--- src/smx_pkg.sv ---
// shared types, constants and helpers for the stack machine executor
// no dependencies; imported by every module of the block except smx_ram
`timescale 1ns / 1ps
`default_nettype none

package smx_pkg;

	// default sizes
	localparam int DEF_STACK_DEPTH   = 256;
	localparam int DEF_PROGRAM_DEPTH = 128;
	localparam int DEF_FRAC_BITS     = 16;

	// field widths
	localparam int DATA_W   = 32;
	localparam int OP_W     = 4;
	localparam int CFG_W    = 7;
	localparam int CFG_IDX_W = 1;
	localparam int IP_W     = 33;

	// configuration register indexes
	localparam logic [CFG_IDX_W-1:0] CFG_START_PC    = 1'b0;
	localparam logic [CFG_IDX_W-1:0] CFG_PROGRAM_END = 1'b1;

	// opcodes
	typedef enum logic [OP_W-1:0] {
		OP_PUSH   = 4'd0,
		OP_ADD    = 4'd1,
		OP_SUB    = 4'd2,
		OP_MUL    = 4'd3,
		OP_DIV    = 4'd4,
		OP_STOREL = 4'd5,
		OP_LOADL  = 4'd6,
		OP_PRINT  = 4'd7,
		OP_ENTRY  = 4'd8,
		OP_RET    = 4'd9,
		OP_FRAME  = 4'd10,
		OP_CALL   = 4'd11,
		OP_POPR   = 4'd12,
		OP_STOREA = 4'd13,
		OP_LOADA  = 4'd14
	} op_t;

	// error codes
	typedef enum logic [1:0] {
		ERR_NONE  = 2'd0,
		ERR_OP    = 2'd1,
		ERR_STACK = 2'd2,
		ERR_DIV   = 2'd3
	} err_t;

	// back end sequencer states
	typedef enum logic [3:0] {
		S_IDLE,
		S_DEC,
		S_RA,
		S_RB,
		S_RC,
		S_CAP,
		S_EX,
		S_MUL,
		S_DIV
	} state_t;

	// classified instruction word held in the queue
	typedef struct packed {
		op_t                       op;
		logic signed [DATA_W-1:0]  operand;
		logic signed [IP_W-1:0]    ip;
		logic                      pop_print;
	} item_t;

	// configuration seen by the back end
	typedef struct packed {
		logic             pc_load;
		logic [CFG_W-1:0] pc_value;
		logic [CFG_W-1:0] program_end;
	} cfg_t;

	// saturate a wide signed value to 32 bits
	function automatic logic signed [DATA_W-1:0] sat32(input logic signed [63:0] v);
		logic signed [63:0] hi;
		logic signed [63:0] lo;
		hi = 64'sh0000_0000_7FFF_FFFF;
		lo = -64'sh0000_0000_8000_0000;
		if (v > hi) begin
			sat32 = 32'sh7FFF_FFFF;
		end else if (v < lo) begin
			sat32 = 32'sh8000_0000;
		end else begin
			sat32 = v[DATA_W-1:0];
		end
	endfunction

endpackage

`default_nettype wire

--- src/smx_front.sv ---
// front end: takes instruction words, classifies them, two-entry queue
// depends on smx_pkg
`timescale 1ns / 1ps
`default_nettype none

module smx_front #(
	parameter int FRAC_BITS = smx_pkg::DEF_FRAC_BITS
) (
	input  wire logic                               clk,
	input  wire logic                               arst_n,
	input  wire logic                               in_valid,
	output logic                                    in_stall,
	input  wire logic [smx_pkg::OP_W-1:0]           cmd,
	input  wire logic signed [smx_pkg::DATA_W-1:0]  operand,
	output logic                                    q_valid,
	output smx_pkg::item_t                          q_item,
	input  wire logic                               q_pop
);
	import smx_pkg::*;

	localparam logic [IP_W-1:0]   FMASK   = (IP_W'(1) << FRAC_BITS) - IP_W'(1);
	localparam logic [DATA_W-1:0] NEG_ONE = ~((DATA_W'(1) << FRAC_BITS) - DATA_W'(1));

	item_t       ent_q [2];
	logic        wr_ptr_q;
	logic        rd_ptr_q;
	logic [1:0]  cnt_q;
	logic        push;
	item_t       cls;
	logic signed [IP_W-1:0] biased;

	// integer part, truncated toward zero
	assign biased = IP_W'(operand) + (operand[DATA_W-1] ? $signed(FMASK) : $signed(IP_W'(0)));

	always_comb begin
		cls.op        = op_t'(cmd);
		cls.operand   = operand;
		cls.ip        = biased >>> FRAC_BITS;
		cls.pop_print = operand == NEG_ONE;
	end

	assign in_stall = cnt_q == 2'd2;
	assign push     = in_valid && !in_stall;
	assign q_valid  = cnt_q != 2'd0;
	assign q_item   = ent_q[rd_ptr_q];

	// queue pointers
	always_ff @(posedge clk or negedge arst_n) begin
		if (!arst_n) begin
			wr_ptr_q <= 1'b0;
			rd_ptr_q <= 1'b0;
			cnt_q    <= 2'd0;
		end else begin
			if (push) begin
				wr_ptr_q <= !wr_ptr_q;
			end
			if (q_pop && q_valid) begin
				rd_ptr_q <= !rd_ptr_q;
			end
			cnt_q <= cnt_q + 2'(push) - 2'(q_pop && q_valid);
		end
	end

	// queue storage
	always_ff @(posedge clk) begin
		if (push) begin
			ent_q[wr_ptr_q] <= cls;
		end
	end

endmodule

`default_nettype wire

--- config.mk ---
export PLATFORM = sky130hd
export DESIGN_NAME = smx_front
export DESIGN_NICKNAME = d
export VERILOG_FILES = /design/src/smx_pkg.sv /design/src/smx_front.sv
export SDC_FILE = /design/constraint.sdc
export NUM_CORES = 1
export LEC_CHECK = 0
export BUFFER_PORTS_ARGS = -buffer_cell sky130_fd_sc_hd__buf_2
export CAP_MARGIN = 20
export CORE_ASPECT_RATIO = 0.5
export CORE_MARGIN = 5
export CORE_UTILIZATION = 35
export CTS_CLUSTER_SIZE = 14
export DETAILED_ROUTE_END_ITERATION = 8
export PLACE_DENSITY = 0.56
export SLEW_MARGIN = 10
export SYNTH_ARGS = -nofsm -noshare
export SYNTH_HDL_FRONTEND = slang
export SYNTH_SLANG_ARGS = --single-unit
--- constraint.sdc ---
create_clock -name clk -period 3 [get_ports clk]
set_input_delay 0.45 -clock clk [delete_from_list [all_inputs] [get_ports clk]]
set_output_delay 0.45 -clock clk [all_outputs]
set_load 0.005 [all_outputs]
# Word-level counts from Yosys, hierarchy flattened
# Memory sizes are Yosys's and may differ from the RTL's.
# Cells that the tools add are included.
dict set report classes {
  add_sub_neg 3
  n_mul 0
  n_div 0
  magnitude_cmp 0
  eq_ne 2
  shifts 0
  n_mux 3
  bitwise 0
  reduce_logical 6
}
# op n
set ops {}
lappend ops {{32-bit by 17-bit adder with 33-bit output} 1}
lappend ops {{32-bit equality test, second input constant} 1}
lappend ops {{16-bit two-way mux} 1}
lappend ops {{1-bit zero test} 3}
lappend ops {{2-bit by 1-bit adder with 2-bit output} 1}
lappend ops {{2-bit equality test, second input constant} 1}
lappend ops {{1-bit logical AND} 2}
lappend ops {{1-bit two-way mux} 2}
lappend ops {{2-bit nonzero test} 1}
lappend ops {{2-bit by 1-bit subtractor with 2-bit output} 1}
dict set report word_totals {
  ff_bits 4
  latch_bits 0
  ram_bits 140
  rom_bits 0
  inputBits 40
  out_inout_bits 72
  word_cells 18
  memories 1
}
# memory depth width rd rd_ports_with_merged_regs wr line
set memory_table {}
lappend memory_table {ent_q 2 70 1 0 1 smx_front.sv:24} ;# item_t ent_q [2];

# Logic depth before layout (Yosys ltp)
# Gate-level depths: netlist of run 1.
dict set report logic_depth {
  depth_word 5
  mapped_depth 7
}

# Worst setup path after synthesis of run 1
# No wires, ideal clock.
dict set report synth_timing {
  kind {reg2reg}
  start {register cnt_q[1]}
  end {memory ent_q[0][0] (netlist name) (enable)}
  setup_ps 466
  arrival_time_ps 2852
  required_time_ps 2534
  path_slack_ps -318
  path_stages_with_launch 4
  path_cell_list {dfrtp_1 nand2b_1 nand2_1 nor2_1}
}
dict set report synth_via {
  elab_chain_cells 5
}
# item line
set synth_lines {}
lappend synth_lines {{start, declared} smx_front.sv:27} ;# logic [1:0] cnt_q;
lappend synth_lines {{start signal, assigned} smx_front.sv:60} ;# cnt_q <= cnt_q + 2'(push) - 2'(q_pop && q_valid);
lappend synth_lines {{2-bit equality test} smx_front.sv:42} ;# assign in_stall = cnt_q == 2'd2;
lappend synth_lines {{1-bit zero test} smx_front.sv:43} ;# assign push = in_valid && !in_stall;
lappend synth_lines {{1-bit logical AND} smx_front.sv:43}
lappend synth_lines {{1-bit two-way mux} smx_front.sv:66} ;# if (push) begin
lappend synth_lines {{1-bit two-way mux (implied by the code)} smx_front.sv:67} ;# ent_q[wr_ptr_q] <= cls;
lappend synth_lines {{end, declared} smx_front.sv:24}
# No other way between the ends.

# Worst setup path in the final report of run 1
dict set report layout_timing {
  start {input port operand[31] (netlist name)}
  end {memory ent_q[1][8] (netlist name), data pin}
}
dict set report layout_via {
  elab_chain_cells 2
}
# item line
set layout_lines {}
lappend layout_lines {{start, declared} smx_front.sv:14} ;# input wire logic signed [smx_pkg::DATA_W-1:0] operand,
lappend layout_lines {{16-bit two-way mux} smx_front.sv:33} ;# assign biased = IP_W'(operand) + (operand[DATA_W-1] ? $signed(FMASK) : $signed(IP_W'(0)));
lappend layout_lines {{32-bit by 17-bit adder with 33-bit output} smx_front.sv:33}
lappend layout_lines {{via biased[23]} smx_front.sv:30} ;# logic signed [IP_W-1:0] biased;
# The timed path passes the listed nets, and every way through them passes these cells.

==> out/qor.yml, run 1 <==
synth:
  synth_edf_count: 108
  netlist_area_mm2: 0.005026
  ys_seq_area_share_pct: 66.52
  synth_flop_cell: "edfxtp_1"
  yosys.cell_types.count: 44
  synth_cells: 318
  post_synth.cell_area_avg_um2: 15.81
  yosysMostFrequentCell: "edfxtp_1"
  async_flop_share_pct: 3.571
  synth.largest_area_cell: "edfxtp_1"
  synth_common_cells: "edfxtp_1, mux2_2, ha_1"
  synth_top_area_share_pct: 64.53
  synth-seq-cells: 112
  synth_area_leaders: "edfxtp_1, mux2_2, ha_1, buf_4, dfrtp_1"
  yosysWarnings: 0
  syn_nets: 375
sta:
  rsz0062_at_grt: "false"
  finalSetupViolations: 0
  slew_headroom_pct: 66.64
  fmax_ghz: 0.4070
  slew_viol_final: 0
  final.setup.tns_ps: 0
  period_share_pct: 81.89
  hold_viol: 0
  period_needed_ps: 2457
  worstMarginPinSlew_ps: 492.6
  fin_skew_ps: 8.903
power_and_ir_drop:
  clockPowerShare_pct: 22.5
  power.switching_uw: 1474
  sw_frac_of_total_pct: 29.68
  power_frac_seq_pct: 45.3
  p_leak_uw: 0.002251
  pwr-share-comb_pct: 32.2
  ir_worst_vdd_mv: 0.2575
  p_int_uw: 3493
  p_per_area_mw_per_mm2: 824.7
clock_tree:
  clockBufferDepth: 2
  ctsResizeCount: 0
  ctsHtreeMaxLevel: 3
  tritoncts: "built"
  cts_root_buf: "clkbuf_16"
  cts_sinks: 112
  clk_pin_slew_ps: 70
  cts_buffers: 9
  clk_latency_ps: 350
global_routing:
  track_usage_pct: 12.36
  antenna_found_initial: 0
  grt_overflow: 0
  grt_pass1_vias: 3026
  grt_pass1_wl_um: 16410
  grt_max_degree: 55
placement:
  gp_congestion: 0.7863
  place_hpwl_um: 7267
  port-buffer-count: 111
critical_path:
  crit_slowest_cell: "ha_1"
  cp_max_fo: 21
  path_buf_inv: 1
  critPathTopFamily: "compound AO/OA/AOI/OAI gates"
  crit_type: "primary input to register"
  crit_path_end_kind: "register"
  cp-start-kind: "primary input"
  critPathRequiredTime_ps: 3100
  crit_arrival_ps: 2560
  slowest_delay_ps: 400
  path_common_cell: "nand4_1"
  path_cells: "buf_2, ha_1, nand4_1, a2111oi_2, o311ai_1, a21oi_2, nand4_1, xnor2_1"
finish:
  area_growth_pct: 19.82
  finish.utilization_pct: 43.60
  multiInputGateArea_mm2: 0.001523
  drive_gt1_share_pct: 46.62
  ff_latch_area_mm2: 0.003344
  num_antenna_cells: 0
  nFillCells: 1332
  layout.nets: 481
detailed_routing:
  wirelength_um: 10410
  drt_iter0_markers: 132
  drc: 0
  firstDrtPassIters: 5
  via_per_inst: 4.686
  wire_per_inst_um: 16.76
  num_vias: 2910
  postRouteAntennaNets: 0
run_status:
  outcome: "completed"
die:
  dieHeight_um: 94.74
  num_rows: 30
  die-area_mm2: 0.01700
  design.core.area_mm2: 0.01381
  start_util_pct: 36.39
  io_pins: 112
  chipWidth_um: 179.5
run:
  cap_viol_max_count: 0
worst_hold_path:
  min_path_type: "primary input to register"
-- final timing paths --
path,cells after the start,slack [ps],from,endpoint
min reg2reg,1,500,cnt_q[1],cnt_q[1]
max reg2reg,4,1240,cnt_q[1],ent_q[0][0]
max in group asynchronous,2,2440,arst_n,rd_ptr_q
max,8,540,operand[31],ent_q[1][8]
min in group asynchronous,2,430,arst_n,cnt_q[1]
min,1,290,cmd[2],ent_q[1][68]
-- worst reg2reg max path, delay by kind of cell (launching register included) --
| family | cells | cell delay [ps] |
|---|---|---|
| AND/OR/NAND/NOR | 3 | 620 |
| flip-flops | 1 | 410 |
| buffers and inverters | 1 | 400 |
-- final cells by class --
| cell class | count | share of cell area, % |
|---|---|---|
| clock buffers | 10 | 3.802 |
| clock inverters | 6 | 0.7272 |
| inverters | 7 | 0.4363 |
| multi-input cells | 177 | 25.29 |
| flip-flops and latches | 112 | 55.54 |
| well taps | 192 | 3.989 |
| repair buffers | 117 | 10.22 |
-- cells in the final DEF, fill, tap and decap left out, drive strengths merged, types with 2 or more instances in the layout --
master,netlist,final
clkbuf,6,10
o21a,3,3
buf,16,116
o211ai,2,2
xor2,5,5
dfrtp,4,4
nor4,4,4
mux2,54,54
edfxtp,108,108
o21ai,6,6
nand3,4,4
and3,4,4
inv,6,8
ha,17,17
xnor2,10,10
a21oi,15,15
nor3,3,3
clkinv,1,3
and4,2,2
nand2,15,15
clkinvlp,0,2
nor2,8,8
nand4,10,10
-- flip-flops by register name, summed over array words and instances (netlist names) --
signal    cells
wr_ptr_q      1
ent_q       108
cnt_q         2
rd_ptr_q      1
-- cell families after synthesis --
logic type                 share of synthesized area [%]
adders and majority gates                          4.232
xor gates and xnor gates                           2.614
buffers and inverters                              3.361
muxes                                              12.10
DFF                                                66.52
and+or+nand+nor                                    6.373
AOI/OAI and AO/OA                                  4.805
-- routing by layer --
layer  GRT usage [%]  share of wire [%]  vias up
met4           4.183                1.4        0
met2           20.80                 49       48
met5               0                  0        -
li1                -                  -     1428
met3           3.886                4.1       11
met1           15.37                 45     1423
-- metrics by stage --
step	total power (uW)	hold WS (ps)	setup slack (ps)	instances	area, um2
6_report	4966	285.5	543.3	621	6022
5_1_grt	5262	266.4	404.9	621	6022
4_1_cts	5056	274.3	565.4	621	6022
3_5_place_dp	3938	258.0	199.3	604	5739
3_3_place_gp	3926	265.8	262.5	604	5739
2_1_floorplan	3307	154.4	581.7	318	5029
-- power groups by stage --
| stage | Combinational, uW | Clock [uW] | Sequential (uW) |
|---|---|---|---|
| 2_1_floorplan | 1060 | 0 | 2250 |
| 3_3_place_gp | 1650 | 0 | 2280 |
| 3_5_place_dp | 1650 | 0 | 2290 |
| 4_1_cts | 1660 | 1140 | 2260 |
| 5_1_grt | 1760 | 1220 | 2280 |
| 6_report | 1600 | 1120 | 2250 |
-- repair_timing --
action	in CTS	in global routing
endpoints found under the hold margin	4	0
hold buffers	1	0
buffers inserted	0	0
Power figures use the tool's default switching activity.
==> run 2: changes to the inputs <==
Settings changed: PLACE_DENSITY 0.56 to 0.54.
Clock period 3 ns to 2.5 ns, I/O delays scaled along.
==> out/qor.yml, run 2 (synthesized netlist as in run 1, its figures left out) <==
run_status:
  outcome: "completed"  # unchanged
clock_tree:
  clockBufferDepth: 2  # unchanged
  ctsResizeCount: 0  # unchanged
  cts_buffers: 9  # unchanged
  cts_root_buf: "clkbuf_16"  # unchanged
  ctsHtreeMaxLevel: 3  # unchanged
  tritoncts: "built"  # unchanged
  cts_sinks: 112  # unchanged
  clk_pin_slew_ps: 70  # about the same
  clk_latency_ps: 340  # was 350 ps
critical_path:
  critPathRequiredTime_ps: 2590  # was 3100 ps
  cp_max_fo: 15  # was 21
  r2r_start: "cnt_q[1]"  # unchanged
  cp-start-kind: "primary input"  # unchanged
  crit_type: "primary input to register"  # unchanged
  critical_path.endpoint: "ent_q[1][5]"  # was ent_q[1][8]
  crit_arrival_ps: 2410  # was 2560 ps
  reg2reg_to: "cnt_q[1]"  # was ent_q[0][0]
  r2r_slack_ps: 750  # was 1240 ps
  cp-startpoint: "operand[31]"  # unchanged
  r2r_cells: 7  # was 4
  crit_path_end_kind: "register"  # unchanged
sta:
  slew_viol_final: 0  # unchanged
  worstMarginPinSlew_ps: 560.4  # was 492.6 ps
  slew_headroom_pct: 62.64  # was 66.64%
  finalSetupViolations: 0  # unchanged
  rsz0062_at_grt: "false"  # unchanged
  fmax_ghz: 0.4308
  fin_skew_ps: 6.885  # was 8.903 ps
  period_needed_ps: 2321
  hold_viol: 0  # unchanged
  period_share_pct: 92.86
global_routing:
  grt_pass1_vias: 3175  # was 3026
  antenna_found_initial: 0  # unchanged
  use_met2_pct: 21.21  # was 20.80%
  grt_max_degree: 55  # unchanged
  grt_use_met1_pct: 15.98  # was 15.37%
  use_met3_pct: 3.578  # was 3.886%
  track_usage_pct: 12.44  # was 12.36%
  grt_pass1_wl_um: 16770  # was 16410 um
  grt_overflow: 0  # unchanged
  grt.busiest_layer: "met2"  # unchanged
finish:
  layout.nets: 506  # was 481
  area_growth_pct: 24.40  # was 19.82%
  final_cell_mix: "buf_2, edfxtp_1, mux2_2, buf_4, ha_1"  # was buf_2, edfxtp_1, mux2_2, ha_1, nand2_1
  largest_reg_flops: 108  # unchanged
  drive_gt1_share_pct: 50.00  # was 46.62%
  finalInstanceArea_mm2: 0.006252  # was 0.006022 mm2
  top_register: "ent_q"  # unchanged
  final_common_cell: "buf_2"  # unchanged
  nFillCells: 1318  # was 1332
  final_cells: 646  # was 621
  num_antenna_cells: 0  # unchanged
  top_regs: "ent_q (108), cnt_q (2)"  # unchanged
die:
  chipWidth_um: 179.5  # unchanged
  num_rows: 30  # unchanged
  die-area_mm2: 0.01700  # unchanged
  start_util_pct: 36.39  # unchanged
  design.core.area_mm2: 0.01381  # unchanged
  io_pins: 112  # unchanged
  dieHeight_um: 94.74  # unchanged
placement:
  place_hpwl_um: 7530  # was 7267 um
  port-buffer-count: 111  # unchanged
  place_area_mm2: 0.005924  # was 0.005739 mm2
  gp_congestion: 0.7639  # was 0.7863
  place_inst: 627  # was 604
worst_hold_path:
  min_path_type: "primary input to register"  # unchanged
detailed_routing:
  drt_iter0_markers: 147  # was 132
  postRouteAntennaNets: 0  # unchanged
  drc: 0  # unchanged
  wire_per_inst_um: 15.95  # was 16.76 um
  num_vias: 3009  # was 2910
  via_per_inst: 4.658  # was 4.686
  wirelength_um: 10300  # was 10410 um
  firstDrtPassIters: 4  # was 5
power_and_ir_drop:
  p_leak_uw: 0.002389  # was 0.002251 uW
  ir_worst_vdd_mv: 0.4815  # was 0.2575 mV
  p_per_area_mw_per_mm2: 980.7  # was 824.7 mW/mm2
run:
  cap_viol_max_count: 0  # unchanged
## run 2: cell types whose count changed in the layout (fill, tap and decap cells not counted), sizes merged
| cell | before | now |
|---|---|---|
| clkinv | 3 | 2 |
| clkbuf | 10 | 9 |
| bufinv | 0 | 1 |
| clkinvlp | 2 | 3 |
| buf | 116 | 141 |
## run 2: cell type report
| cell class | instances | area [um2] | share of cell area [%] |
|---|---|---|---|
| flip-flops and latches | 112 | 3344 | 53.49 |
| multi-input cells | 177 | 1523 | 24.35 |
| repair buffers | 142 | 815.8 | 13.05 |
| well taps | 192 | 240.2 | 3.842 |
| clock buffers | 9 | 225.2 | 3.602 |
| clock inverters | 7 | 77.57 | 1.241 |
| inverters | 7 | 26.28 | 0.4203 |
## run 2: what timing repair did
action,CTS,global route
hold endpoints to repair,4,0
buffers inserted,0,2
hold buffers,1,0
endpoints found under the setup margin,0,4
## run 2: how the worst min path moves through the flow
stage	startpoint	to	slack [ps]	depth (start not counted)
floorplan	arst_n	cnt_q[0]	80	0
global placement	arst_n	cnt_q[1]	190	1
detailed placement	arst_n	cnt_q[1]	190	1
CTS	cmd[1]	ent_q[1][67]	200	1
global route	cmd[2]	ent_q[1][68]	200	1
finish	cmd[3]	ent_q[1][69]	220	1
## run 2: where the power goes
| part | internal [uW] | total, uW | switching (uW) | leakage, uW |
|---|---|---|---|---|
| Sequential | 2570 | 2710 | 141 | 0.00105 |
| Combinational | 1010 | 1980 | 970 | 0.00120 |
| Clock | 786 | 1440 | 658 | 0.000140 |
## run 2: metal layers
metal	part of all wire, %	vias to the layer above
met5	0	-
met4	0.86	0
met3	3.6	8
met2	48	54
met1	47	1463
li1	-	1484
## run 2: per-stage QoR
stage          utilization (%)  hold WS, ps  worst slack (ps)  TNS (ps)  total power (uW)
6_report                 45.26        217.1             178.6         0              6132
3_5_place_dp             42.89        190.4            -157.1     -1662              4798
2_1_floorplan                -        79.41             81.66         0              3969
5_1_grt                  45.26        197.3             72.33         0              6531
3_3_place_gp             42.89        192.8            -136.4     -1134              4792
4_1_cts                  45.15        201.6             209.6         0              6260
## run 2: worst max-delay path, cell delays in order
cell and delay [ps]:
buf_2 260, ha_1 310, buf_4 150, a21oi_1 150, o21ai_0 130, o311ai_1 470, a21oi_2 100, buf_4 180
buf_4 130, xor2_1 150
